`src/rtl/core/ptt_pkg.sv`:
```
`timescale 1ns / 1ps
// Shared types and constants of the priority task table.
// No dependencies; every other file of the block uses this package.
package ptt_pkg;

	// Default depth of the entry table.
	localparam int CAPACITY_DEF = 64;

	// Field widths of the request and result.
	localparam int CMD_W   = 3;
	localparam int POS_W   = 7;
	localparam int PRI_W   = 3;
	localparam int TAG_W   = 16;
	localparam int COUNT_W = 7;

	// Accepted range of priorities.
	localparam logic [PRI_W-1:0] PRI_MIN = 3'd1;
	localparam logic [PRI_W-1:0] PRI_MAX = 3'd5;

	// Command codes; codes above CMD_READ are ignored.
	localparam logic [CMD_W-1:0] CMD_APPEND = 3'd0;
	localparam logic [CMD_W-1:0] CMD_REMOVE = 3'd1;
	localparam logic [CMD_W-1:0] CMD_EDIT   = 3'd2;
	localparam logic [CMD_W-1:0] CMD_SORT   = 3'd3;
	localparam logic [CMD_W-1:0] CMD_READ   = 3'd4;

	// Result status codes.
	typedef enum logic [2:0] {
		ST_OK     = 3'd0,
		ST_FULL   = 3'd1,
		ST_EMPTY  = 3'd2,
		ST_BADPOS = 3'd3,
		ST_BADPRI = 3'd4
	} status_t;

	// One request.
	typedef struct packed {
		logic [CMD_W-1:0] command;
		logic [POS_W-1:0] position;
		logic [PRI_W-1:0] priority_req;
		logic [TAG_W-1:0] tag;
	} cmd_t;

	// One result.
	typedef struct packed {
		status_t            status;
		logic [POS_W-1:0]   entry_number;
		logic [PRI_W-1:0]   entry_priority;
		logic [TAG_W-1:0]   entry_tag;
		logic [COUNT_W-1:0] entry_count;
		logic               last;
	} res_t;

	// One stored table entry.
	typedef struct packed {
		logic [PRI_W-1:0] pri;
		logic [TAG_W-1:0] tag;
	} entry_t;

endpackage

```
`src/rtl/core/priority_task_table_unit.sv`:
```
`timescale 1ns / 1ps
// Flow: an accepted request is decoded; append, edit, error, unknown commands and a sort of at
// most one entry then load their result. Remove reads and writes each later entry down by one,
// then drops the top; a read-out has a decode step, then an issue and an emit step per entry.
// Sort passes walk the entries with the single memory read port and one priority compare.
// One request at a time; the next is taken after the final result loads and the sequencer idles.
// Reset clears the entry count and the handshake; the entry memory is not cleared.
// Top level of the priority task table: sequencer, entry memory and result register.
// Depends on ptt_pkg, ptt_store and ptt_seq.
module priority_task_table_unit #(
	parameter int CAPACITY = ptt_pkg::CAPACITY_DEF
) (
	input  logic           clk,
	input  logic           arst_n,
	input  logic           cmd_valid,
	output logic           cmd_stall,
	input  ptt_pkg::cmd_t  cmd,
	output logic           res_valid,
	input  logic           res_stall,
	output ptt_pkg::res_t  res
);

	localparam int ADDR_W = $clog2(CAPACITY);

	logic             wr_en;
	logic [ADDR_W-1:0] wr_addr;
	ptt_pkg::entry_t  wr_data;
	logic             rd_en;
	logic [ADDR_W-1:0] rd_addr;
	ptt_pkg::entry_t  rd_data;
	logic             busy;
	logic             res_free;
	logic             res_load;
	ptt_pkg::res_t    res_data;
	logic             res_valid_q;
	ptt_pkg::res_t    res_q;

	ptt_store #(
		.DEPTH  (CAPACITY),
		.ADDR_W (ADDR_W)
	) u_store (
		.clk     (clk),
		.wr_en   (wr_en),
		.wr_addr (wr_addr),
		.wr_data (wr_data),
		.rd_en   (rd_en),
		.rd_addr (rd_addr),
		.rd_data (rd_data)
	);

	ptt_seq #(
		.CAPACITY (CAPACITY)
	) u_seq (
		.clk       (clk),
		.arst_n    (arst_n),
		.cmd_valid (cmd_valid),
		.cmd       (cmd),
		.busy      (busy),
		.wr_en     (wr_en),
		.wr_addr   (wr_addr),
		.wr_data   (wr_data),
		.rd_en     (rd_en),
		.rd_addr   (rd_addr),
		.rd_data   (rd_data),
		.res_free  (res_free),
		.res_load  (res_load),
		.res_data  (res_data)
	);

	// Requests wait while the sequencer works on one.
	assign cmd_stall = busy;

	// Output register: free when empty or being taken this cycle.
	assign res_free = !res_valid_q || !res_stall;

	always_ff @(posedge clk or negedge arst_n) begin
		if (!arst_n) begin
			res_valid_q <= 1'b0;
		end else if (res_free) begin
			res_valid_q <= res_load;
		end
	end

	always_ff @(posedge clk) begin
		if (res_free && res_load) begin
			res_q <= res_data;
		end
	end

	assign res_valid = res_valid_q;
	assign res       = res_q;

endmodule

```
`src/rtl/core/ptt_store.sv`:
```
`timescale 1ns / 1ps
// Entry memory of the priority task table: one write port, one registered read port.
// Depends on ptt_pkg for the entry type.
module ptt_store #(
	parameter int DEPTH  = ptt_pkg::CAPACITY_DEF,
	parameter int ADDR_W = $clog2(DEPTH)
) (
	input  logic                clk,
	input  logic                wr_en,
	input  logic [ADDR_W-1:0]   wr_addr,
	input  ptt_pkg::entry_t     wr_data,
	input  logic                rd_en,
	input  logic [ADDR_W-1:0]   rd_addr,
	output ptt_pkg::entry_t     rd_data
);

	ptt_pkg::entry_t mem_q [DEPTH];
	ptt_pkg::entry_t rd_q;

	// Write port.
	always_ff @(posedge clk) begin
		if (wr_en) begin
			mem_q[wr_addr] <= wr_data;
		end
	end

	// Read port; the data register holds its value until the next read.
	always_ff @(posedge clk) begin
		if (rd_en) begin
			rd_q <= mem_q[rd_addr];
		end
	end

	assign rd_data = rd_q;

endmodule

```
`src/rtl/core/ptt_seq.sv`:
```
`timescale 1ns / 1ps
// Command sequencer of the priority task table: decodes a request, then walks the
// entry memory for shifts, sorts and read-outs, with one priority compare for sorts.
// Depends on ptt_pkg.
module ptt_seq #(
	parameter  int CAPACITY = ptt_pkg::CAPACITY_DEF,
	localparam int AW       = $clog2(CAPACITY),
	localparam int CW       = $clog2(CAPACITY + 1)
) (
	input  logic             clk,
	input  logic             arst_n,
	input  logic             cmd_valid,
	input  ptt_pkg::cmd_t    cmd,
	output logic             busy,
	output logic             wr_en,
	output logic [AW-1:0]    wr_addr,
	output ptt_pkg::entry_t  wr_data,
	output logic             rd_en,
	output logic [AW-1:0]    rd_addr,
	input  ptt_pkg::entry_t  rd_data,
	input  logic             res_free,
	output logic             res_load,
	output ptt_pkg::res_t    res_data
);

	typedef enum logic [10:0] {
		ST_IDLE      = 11'b000_0000_0001,
		ST_DECODE    = 11'b000_0000_0010,
		ST_RESP      = 11'b000_0000_0100,
		ST_SH_RD     = 11'b000_0000_1000,
		ST_SH_WR     = 11'b000_0001_0000,
		ST_SRT_FIRST = 11'b000_0010_0000,
		ST_SRT_LOAD  = 11'b000_0100_0000,
		ST_SRT_CMP   = 11'b000_1000_0000,
		ST_SRT_END   = 11'b001_0000_0000,
		ST_RD_ISSUE  = 11'b010_0000_0000,
		ST_RD_EMIT   = 11'b100_0000_0000
	} state_t;

	state_t            state_q, state_d;
	ptt_pkg::status_t  status_q, status_d;
	logic [CW-1:0]     count_q, count_d;
	logic [CW-1:0]     limit_q, limit_d;
	logic [AW-1:0]     idx_q, idx_d;
	ptt_pkg::entry_t   carry_q, carry_d;
	ptt_pkg::cmd_t     req_q;

	logic              accept;
	logic              is_full;
	logic              is_empty;
	logic              pos_ok;
	logic              pri_ok;
	logic [AW-1:0]     pos_idx;
	logic [AW-1:0]     idx_inc;
	logic              carry_lt;
	logic              read_last;

	assign busy   = (state_q != ST_IDLE);
	assign accept = cmd_valid && (state_q == ST_IDLE);

	// Request checks against the current fill.
	assign is_full  = (count_q == CW'(CAPACITY));
	assign is_empty = (count_q == '0);
	assign pos_ok   = (req_q.position != '0)
		&& (req_q.position <= ptt_pkg::POS_W'(count_q));
	assign pri_ok   = (req_q.priority_req >= ptt_pkg::PRI_MIN)
		&& (req_q.priority_req <= ptt_pkg::PRI_MAX);
	assign pos_idx  = AW'(req_q.position - ptt_pkg::POS_W'(1));
	assign idx_inc  = idx_q + AW'(1);

	// The sort compare: does the carried entry sink below the next one?
	assign carry_lt  = (carry_q.pri < rd_data.pri);
	assign read_last = ((CW'(idx_q) + CW'(1)) == count_q);

	// Sequencer next state, memory port control and result formation.
	always_comb begin
		state_d  = state_q;
		status_d = status_q;
		count_d  = count_q;
		limit_d  = limit_q;
		idx_d    = idx_q;
		carry_d  = carry_q;
		wr_en    = 1'b0;
		wr_addr  = idx_q;
		wr_data  = carry_q;
		rd_en    = 1'b0;
		rd_addr  = idx_q;
		res_load = 1'b0;
		res_data = '{
			status:         status_q,
			entry_number:   '0,
			entry_priority: '0,
			entry_tag:      '0,
			entry_count:    ptt_pkg::COUNT_W'(count_q),
			last:           1'b1
		};
		unique case (state_q)
			ST_IDLE: begin
				if (cmd_valid) begin
					state_d = ST_DECODE;
				end
			end
			ST_DECODE: begin
				status_d = ptt_pkg::ST_OK;
				state_d  = ST_RESP;
				unique case (req_q.command)
					ptt_pkg::CMD_APPEND: begin
						if (is_full) begin
							status_d = ptt_pkg::ST_FULL;
						end else if (!pri_ok) begin
							status_d = ptt_pkg::ST_BADPRI;
						end else begin
							wr_en   = 1'b1;
							wr_addr = AW'(count_q);
							wr_data = '{pri: req_q.priority_req, tag: req_q.tag};
							count_d = count_q + CW'(1);
						end
					end
					ptt_pkg::CMD_REMOVE: begin
						if (is_empty) begin
							status_d = ptt_pkg::ST_EMPTY;
						end else if (!pos_ok) begin
							status_d = ptt_pkg::ST_BADPOS;
						end else begin
							idx_d   = pos_idx;
							state_d = ST_SH_RD;
						end
					end
					ptt_pkg::CMD_EDIT: begin
						if (is_empty) begin
							status_d = ptt_pkg::ST_EMPTY;
						end else if (!pos_ok) begin
							status_d = ptt_pkg::ST_BADPOS;
						end else if (!pri_ok) begin
							status_d = ptt_pkg::ST_BADPRI;
						end else begin
							wr_en   = 1'b1;
							wr_addr = pos_idx;
							wr_data = '{pri: req_q.priority_req, tag: req_q.tag};
						end
					end
					ptt_pkg::CMD_SORT: begin
						if (count_q > CW'(1)) begin
							limit_d = count_q;
							state_d = ST_SRT_FIRST;
						end
					end
					ptt_pkg::CMD_READ: begin
						if (is_empty) begin
							status_d = ptt_pkg::ST_EMPTY;
						end else begin
							idx_d   = '0;
							state_d = ST_RD_ISSUE;
						end
					end
					default: begin
					end
				endcase
			end
			// Remove: move each later entry down by one, then drop the top.
			ST_SH_RD: begin
				if ((CW'(idx_q) + CW'(1)) < count_q) begin
					rd_en   = 1'b1;
					rd_addr = idx_inc;
					state_d = ST_SH_WR;
				end else begin
					count_d = count_q - CW'(1);
					state_d = ST_RESP;
				end
			end
			ST_SH_WR: begin
				wr_en   = 1'b1;
				wr_addr = idx_q;
				wr_data = rd_data;
				idx_d   = idx_inc;
				state_d = ST_SH_RD;
			end
			// Sort pass: carry the entry that sinks and write back the other.
			ST_SRT_FIRST: begin
				idx_d   = '0;
				rd_en   = 1'b1;
				rd_addr = '0;
				state_d = ST_SRT_LOAD;
			end
			ST_SRT_LOAD: begin
				carry_d = rd_data;
				rd_en   = 1'b1;
				rd_addr = idx_inc;
				state_d = ST_SRT_CMP;
			end
			ST_SRT_CMP: begin
				wr_en   = 1'b1;
				wr_addr = idx_q;
				if (carry_lt) begin
					wr_data = rd_data;
				end else begin
					wr_data = carry_q;
					carry_d = rd_data;
				end
				idx_d = idx_inc;
				if ((CW'(idx_q) + CW'(2)) < limit_q) begin
					rd_en   = 1'b1;
					rd_addr = idx_q + AW'(2);
				end else begin
					state_d = ST_SRT_END;
				end
			end
			ST_SRT_END: begin
				wr_en   = 1'b1;
				wr_addr = idx_q;
				wr_data = carry_q;
				limit_d = limit_q - CW'(1);
				if (limit_q > CW'(2)) begin
					state_d = ST_SRT_FIRST;
				end else begin
					state_d = ST_RESP;
				end
			end
			// Read-out: one entry per result, the last one marked.
			ST_RD_ISSUE: begin
				rd_en   = 1'b1;
				rd_addr = idx_q;
				state_d = ST_RD_EMIT;
			end
			ST_RD_EMIT: begin
				res_data.status         = ptt_pkg::ST_OK;
				res_data.entry_number   = ptt_pkg::POS_W'(idx_q) + ptt_pkg::POS_W'(1);
				res_data.entry_priority = rd_data.pri;
				res_data.entry_tag      = rd_data.tag;
				res_data.last           = read_last;
				if (res_free) begin
					res_load = 1'b1;
					idx_d    = idx_inc;
					state_d  = read_last ? ST_IDLE : ST_RD_ISSUE;
				end
			end
			ST_RESP: begin
				if (res_free) begin
					res_load = 1'b1;
					state_d  = ST_IDLE;
				end
			end
			default: begin
				state_d = ST_IDLE;
			end
		endcase
	end

	// Control state.
	always_ff @(posedge clk or negedge arst_n) begin
		if (!arst_n) begin
			state_q  <= ST_IDLE;
			status_q <= ptt_pkg::ST_OK;
			count_q  <= '0;
		end else begin
			state_q  <= state_d;
			status_q <= status_d;
			count_q  <= count_d;
		end
	end

	// Working registers of the walk and the held request.
	always_ff @(posedge clk) begin
		limit_q <= limit_d;
		idx_q   <= idx_d;
		carry_q <= carry_d;
		if (accept) begin
			req_q <= cmd;
		end
	end

`ifndef SYNTHESIS
	// A result is only formed when the output register can take it.
	a_load_free: assert property (@(posedge clk) disable iff (!arst_n)
		res_load |-> res_free)
		else $error("result formed while output register is occupied");

	// The fill never exceeds the table depth.
	a_count_bound: assert property (@(posedge clk) disable iff (!arst_n)
		count_q <= CW'(CAPACITY))
		else $error("entry count beyond capacity");

	// An accepted request is decoded in the next cycle.
	a_accept_decode: assert property (@(posedge clk) disable iff (!arst_n)
		accept |=> (state_q == ST_DECODE))
		else $error("accepted request not decoded");

	// The final result of a request returns the sequencer to idle.
	a_last_idle: assert property (@(posedge clk) disable iff (!arst_n)
		(res_load && res_data.last) |=> (state_q == ST_IDLE))
		else $error("sequencer busy after final result");
`endif

endmodule
```
`config.mk`:
```
export PLATFORM = sky130hd
export DESIGN_NAME = priority_task_table_unit
export DESIGN_NICKNAME = d
export VERILOG_FILES = /design/src/rtl/core/ptt_pkg.sv /design/src/rtl/core/priority_task_table_unit.sv /design/src/rtl/core/ptt_store.sv /design/src/rtl/core/ptt_seq.sv
export SDC_FILE = /design/constraint.sdc
export NUM_CORES = 2
export LEC_CHECK = 0
export ABC_CLOCK_PERIOD_IN_PS = 7100
export BUFFER_PORTS_ARGS = -buffer_cell sky130_fd_sc_hd__buf_4
export CAP_MARGIN = 25
export CORE_MARGIN = 2
export CORE_UTILIZATION = 30
export DETAILED_ROUTE_END_ITERATION = 7
export HOLD_SLACK_MARGIN = 0.06
export PLACE_DENSITY_LB_ADDON = 0.3
export SYNTH_ARGS = -nofsm -noshare
export SYNTH_HDL_FRONTEND = slang
export SYNTH_HIERARCHICAL = 1
export SYNTH_SLANG_ARGS = --single-unit
```
`constraint.sdc`:
```
create_clock -name clk -period 7.1 [get_ports clk]
set_input_delay 0.355 -clock clk [delete_from_list [all_inputs] [get_ports clk]]
set_output_delay 0.355 -clock clk [all_outputs]
set_load 0.005 [all_outputs]
```
# Word-level counts from Yosys, hierarchy flattened

Memories as Yosys holds them, arrays and structs flattened. A register that Yosys moved wholly into a read port is not among the register bits.
Cells that the tools add are included.

Bits of input ports: 33
Memories: 1
Bits in writable memories: 1216
Register bits: 120
Output and inout bits: 39
Memory bits (read-only): 0
Bits in latches: 0

Memories:

| name          | words | bits a word | read ports | clocked after Yosys merged registers in | wr ports | RTL line        | source |
|---|---|---|---|---|---|---|---|
| u_store.mem_q | 64    | 19          | 1          | 1                                       | 1        | ptt_store.sv:17 | `ptt_pkg::entry_t mem_q [DEPTH];` |

$mul: 0
Divide/modulo/power cells: 0
Bitwise logic cells: 0
Equality and inequality tests: 33
Order comparisons: 8
Reductions and logical operators: 23
Shifts and indexed selects: 0
Muxes and demuxes: 67
$add $sub $neg: 8

Operator list:

| kind                                                  | count |
|---|---|
| case mux 11 bit (11 select lines)                     | 1 |
| 2-to-1 mux 19 bit                                     | 6 |
| 2-to-1 mux 6 bit                                      | 14 |
| case mux 19 bit (2 select lines)                      | 2 |
| case mux 19 bit (3 select lines)                      | 1 |
| 2-to-1 mux 11 bit                                     | 5 |
| case mux 6 bit (4 select lines)                       | 2 |
| 2-to-1 mux 7 bit                                      | 6 |
| case mux 11 bit (3 select lines)                      | 1 |
| case mux 7 bit (2 select lines)                       | 2 |
| case mux 6 bit (2 select lines)                       | 2 |
| 2-to-1 mux 10 bit                                     | 2 |
| inequality test 2 bit, second input constant          | 9 |
| 2-to-1 mux 3 bit                                      | 5 |
| less-than comparator 7 bit                            | 2 |
| subtractor 7 x 1 -> 7 bit, second input constant      | 2 |
| case mux 3 bit (4 select lines)                       | 1 |
| equality test 11 x 1 -> 1 bit, second input constant  | 1 |
| equality test 11 x 10 -> 1 bit, second input constant | 1 |
| equality test 11 bit, second input constant           | 1 |
| equality test 11 x 2 -> 1 bit, second input constant  | 1 |
| equality test 11 x 3 -> 1 bit, second input constant  | 1 |
| equality test 11 x 4 -> 1 bit, second input constant  | 1 |
| equality test 11 x 5 -> 1 bit, second input constant  | 1 |
| other kinds (46)                                      | 69 |

# Depth between registers and ports, before layout

Depth in word-level cells: 9
Mapped depth: 20

# Modules after synthesis

The synthesis kept the hierarchy.

Modules (own cells, without submodules):

| module                   | cells an instance | area each (um2) | times used |
|---|---|---|---|
| ptt_store                | 2131              | 47493.0         | 1 |
| ptt_seq                  | 543               | 5338.9          | 1 |
| priority_task_table_unit | 41                | 1158.6          | 1 |

# Least setup slack after synthesis

OpenSTA, ideal clock, no wires.

Path kind: register -> register
From: register u_seq.count_q[1]
To: memory u_store/mem_q[40][0] in the netlist's numbering (enable)
Required time: 6681 ps
Cell stages (with the launch flop): 14
Setup slack: 2571 ps
Setup time: 419 ps
Arrival: 4110 ps
Cell sequence: dfrtp_1 > inv_1 > ha_1 > nor2b_1 > o211ai_1 > a211o_1 > nand4b_1 > buf_6 > a21oi_1 > nand2_1 > a22o_1 > clkbuf_1 > or3_1 > nor3_1

RTL lines:

| item                              | RTL line                       | source |
|---|---|---|
| start, declared                   | ptt_seq.sv:42                  | `logic [CW-1:0] count_q, count_d;` |
| start signal, assigned            | ptt_seq.sv:258                 | `count_q <= count_d;` |
| less-or-equal comparator 7 bit    | ptt_seq.sv:65                  | `&& (req_q.position <= ptt_pkg::POS_W'(count_q));` |
| logical AND 1 bit                 | ptt_seq.sv:65                  |  |
| 2-to-1 mux 6 bit                  | ptt_seq.sv:132                 | `end else if (!pos_ok) begin` |
| 2-to-1 mux 6 bit                  | ptt_seq.sv:130                 | `if (is_empty) begin` |
| case mux 6 bit (2 select lines) * | ptt_seq.sv:106                 | `unique case (req_q.command)` |
| 2-to-1 mux 6 bit *                | ptt_seq.sv:97                  | `unique case (state_q)` |
| named net wr_addr[0]              | priority_task_table_unit.sv:26 | `logic [ADDR_W-1:0] wr_addr;` |
| end, declared                     | ptt_store.sv:17                |  |

The timed path passes the listed nets; every way through them passes the cells marked *.

# Worst setup path in the final report

From: register u_seq.idx_q[0]
To: register, netlist name u_store/rd_data[7]

Longest elaborated chain between the ends: 4

Ends and longest elaborated chain:

| item                                                                | RTL line                       | source |
|---|---|---|
| start, declared                                                     | ptt_seq.sv:44                  | `logic [AW-1:0] idx_q, idx_d;` |
| start signal, assigned                                              | ptt_seq.sv:265                 | `idx_q <= idx_d;` |
| adder 6 x 2 -> 7 bit / adder 6 x 1 -> 7 bit (equally long branches) | ptt_seq.sv:201, ptt_seq.sv:162 |  |
| less-than comparator 7 bit, on equally long branches                | ptt_seq.sv:201, ptt_seq.sv:162 |  |
| 2-to-1 mux 6 bit, on equally long branches                          | ptt_seq.sv:201, ptt_seq.sv:162 |  |
| case mux 6 bit (4 select lines) *                                   | ptt_seq.sv:97                  |  |
| named net rd_addr[1]                                                | priority_task_table_unit.sv:29 | `logic [ADDR_W-1:0] rd_addr;` |

Marked as above.
A chain may end at the register's enable or synchronous reset.

==> impl_results.md <==
* Core Footprint at 179000 um2
* Io pins at 72
* Synthesized-area fraction occupied by adder cells at 0.00695
* Routed Antenna Nets at 0
* Most frequent CP cell: ha_1
* Remaining global-route overflow at 0
* Die ar. at 183000 um2
* Worst r2r path cells at 15
* Post-Syn Nets at 2778
* Leak at 0.0200 uW
* Post-synthesis xor/xnor area fraction at 0.00422
* Distinct cell type count after synthesis at 79
* Fmax at 168 MHz
* Final #Nets at 3017
* Yosys top cell area share at 0.741
* Relative slew slack at 0.286
* Largest cells by area after synthesis: edfxtp_1, mux4_2, mux2i_1
* Post-synth EDFFs at 1333
* Initial DRC Count at 3361
* GP Congestion at 0.826
* Pwr dens at 278 nW/um2
* Synthesized flop and latch total at 1355
* Initial Util at 0.302
* Htree depth at 4
* Clock-pin slew on the worst setup and hold paths at 0.06 ns
* Max-Cap Viols at 0
* Largest family of logic cells by synthesized area: multiplexers
* Fillers at 16500
* Row cnt at 155
* Pre-CTS setup slack at 1.34 ns
* Status: completed
* Die height at 428 um
* Avg Synthesized Cell Area at 19.9 um2
* Port bufs at 71
* Yosys top cell by area: edfxtp_1
* Synth-to-layout area growth at 16.7%
* R2R Path End: u_store/rd_data[7]$_DFFE_PP_
* Clk Tree Root Cell: clkbuf_16
* Top post-synthesis cells by count: edfxtp_1, mux4_2, nor2_1
* Hold Vio Cnt, Final at 0
* Hold Path End: u_seq/req_q[18]$_DFFE_PP_
* First-pass GRT wire length at 211000 um
* Crit path DAT at 6.41 ns
* Internal Power at 13500 uW
* Remaining DRCs at 0
* Max clock buf depth at 3
* Gr usage total at 0.160
* Resized cells post-CTS at 0
* Layout cell share with drive strength beyond 1 at 0.266
* Worst path slowest cell: a221oi_2
* Compound-Gate Fraction of Synth Area at 0.0431
* Die W at 428 um
* Fin. max-slew vios at 0
* Setup TNS at 0 ns
* Unrepaired setup endpoints after global routing: no
* Seq/Total Area, Yosys at 0.752
* TritonCTS clock tree: built
* Largest net degree at the start of global routing at 88
* Clock sinks at 1355
* Overall routed net length at 149000 um
* Clk Latency, worst-skew pair at 0.77 ns
* CP peak stage delay at 0.85 ns
* Initial antenna violation count at 8
* Setup-failing EPs final at 0
* Reg-to-reg setup timing slack at 1.16 ns
* Post-CTS Setup Bufs at 0
* Synth warnings at 6
* Mux cell area share after synthesis at 0.138
* Netlist Area Pre-Place at 54000 um2
* Crit start category: register
* Flop pwr share at 0.518
* Skew final at 0.0382 ns
* Synthesized instance count at 2715
* Combinational power share at 0.072
* Vias in the first global route at 27500
* Via density at 5.15
* Via count at 27900
* CP Max Fanout at 25
* Crit. End Element: register
* Clock Power Share at 0.409
* Most frequent cell after synthesis: edfxtp_1
* Crit-path cells: ha_1, nand3_1, xor2_1, inv_1, ha_1, a21oi_1, o21ai_0, o21bai_1, o211ai_1, o22ai_1, nand2_4, nor2b_1, a221oi_1, a221oi_2, a311oi_1
* Fin crit share at 0.836
* Simple-gate share of the synthesized area at 0.0389
* Ys flop type: edfxtp_1
* Final min period at 5.94 ns
* CP required at 7.57 ns
* Sw Share at 0.229
* Wire length per cell at 27.5 um
* Setup CP Type: reg -> reg
* HP Class: in -> reg
* Min-delay src: cmd[18]
* Sw Pwr at 4010 uW
* Num CTS Buffers at 144
* VDD IR max at 192 uV
* Tightest Pin Transition at 1.07 ns
* First drt pass iteration count at 6
* Setup slack after layout at 1.16 ns
* Cells on Worst Hold Path at 2
* Asr flop ratio synth at 0.0162
* Dpl hpwl at 93400 um
* FF-to-FF Start: u_seq/idx_q[0]$_DFFE_PP_
-- area by class of cell --
class,count,area [um2],share of cell area
multi-input cells,1191,12900,0.204
clock inverters,71,602,0.00955
flip-flops and latches,1355,40600,0.644
clock buffers,183,3840,0.0610
inverters,30,113,0.00179
repair buffers,232,2030,0.0323
diodes,5,12.5,0.000199
well taps,2355,2950,0.0468
-- worst max-delay path, delay by kind of cell, from the launching register on --
kind,cells,cell delay (ns)
xor gates and xnor gates,1,0.25
AOI/OAI and AO/OA,8,2.74
and+or+nand+nor,3,1.29
buffers and inverters,1,0.10
DFF,1,0.64
adders and majority gates,2,0.56
-- power by group through the flow --
stage               clock [uW]  combinational [uW]  sequential [uW]
floorplan                    0                 750             9190
global placement             0                1230             9240
detailed placement           0                1240             9240
CTS                       7320                1260             9070
global route              7640                1360             9080
finish                    7160                1270             9070
-- through the flow --
stage | hold slack, ns | cells | total power, uW | util | area [um2]
finish | 0.299 | 5422 | 17500 | 0.353 | 63000
global route | 0.274 | 5420 | 18100 | 0.353 | 63000
CTS | 0.248 | 5413 | 17700 | 0.352 | 62900
detailed placement | 0.277 | 5125 | 10500 | 0.325 | 58100
global placement | 0.274 | 5123 | 10500 | 0.325 | 58100
floorplan | 0.0594 | 2715 | 9940 | - | 54000
-- layer usage --
layer  routed length (um)  global-route usage
met3                 9950              0.0278
met2                68800               0.247
met1                66800               0.233
met4                 3270              0.0450
met5                    6                   0
-- cells in the final DEF, fill, tap and decap left out, types with 33 or more instances in the layout --
cell / count
edfxtp_1: 1333
mux4_2: 272
buf_4: 181
clkbuf_16: 147
mux2i_1: 99
nand2_1: 81
a22oi_1: 58
a21oi_1: 57
nor2_1: 55
nand3_1: 51
nor2_2: 45
nor2b_1: 38
o21ai_0: 37
dlygate4sd3_1: 34
clkbuf_1: 33
-- flip-flops by register name, indices dropped and copies added, names as in the netlist --
name and count:
u_seq/idx_q 6, u_seq/count_q 7, u_seq/limit_q 7, u_seq/status_q 3, u_seq/carry_q 19, res 37
u_store/mem_q 1216, u_store/rd_data 19, u_seq/req_q 29, u_seq/state_q 11, res_valid 1
-- cell families after synthesis --
group,Yosys count
muxes,400
buffers and inverters,169
DFF,1355
AOI/OAI and AO/OA,319
and+or+nand+nor,416
xor gates and xnor gates,26
adders and majority gates,30
-- worst max-delay path by stage --
stage                                             from                              to  slack, ns  cells past startpoint
after floorplan           u_seq/count_q[1]$_DFFE_PN0P_  u_store/mem_q[40][0]$_DFFE_PP_       2.57                     13
after global placement        u_seq/idx_q[0]$_DFFE_PP_    u_store/rd_data[7]$_DFFE_PP_       1.31                     15
after detailed placement      u_seq/idx_q[0]$_DFFE_PP_    u_store/rd_data[7]$_DFFE_PP_       1.34                     15
after CTS                     u_seq/idx_q[0]$_DFFE_PP_    u_store/rd_data[7]$_DFFE_PP_       1.30                     15
after global routing          u_seq/idx_q[0]$_DFFE_PP_    u_store/rd_data[6]$_DFFE_PP_       0.94                     15
final                         u_seq/idx_q[0]$_DFFE_PP_    u_store/rd_data[7]$_DFFE_PP_       1.16                     15
-- repair_timing --
action                                  CTS  global route
hold endpoints to repair                 55             0
hold buffers                             34             0
endpoints found under the setup margin    0             0
(Power assumes the default switching activity.)
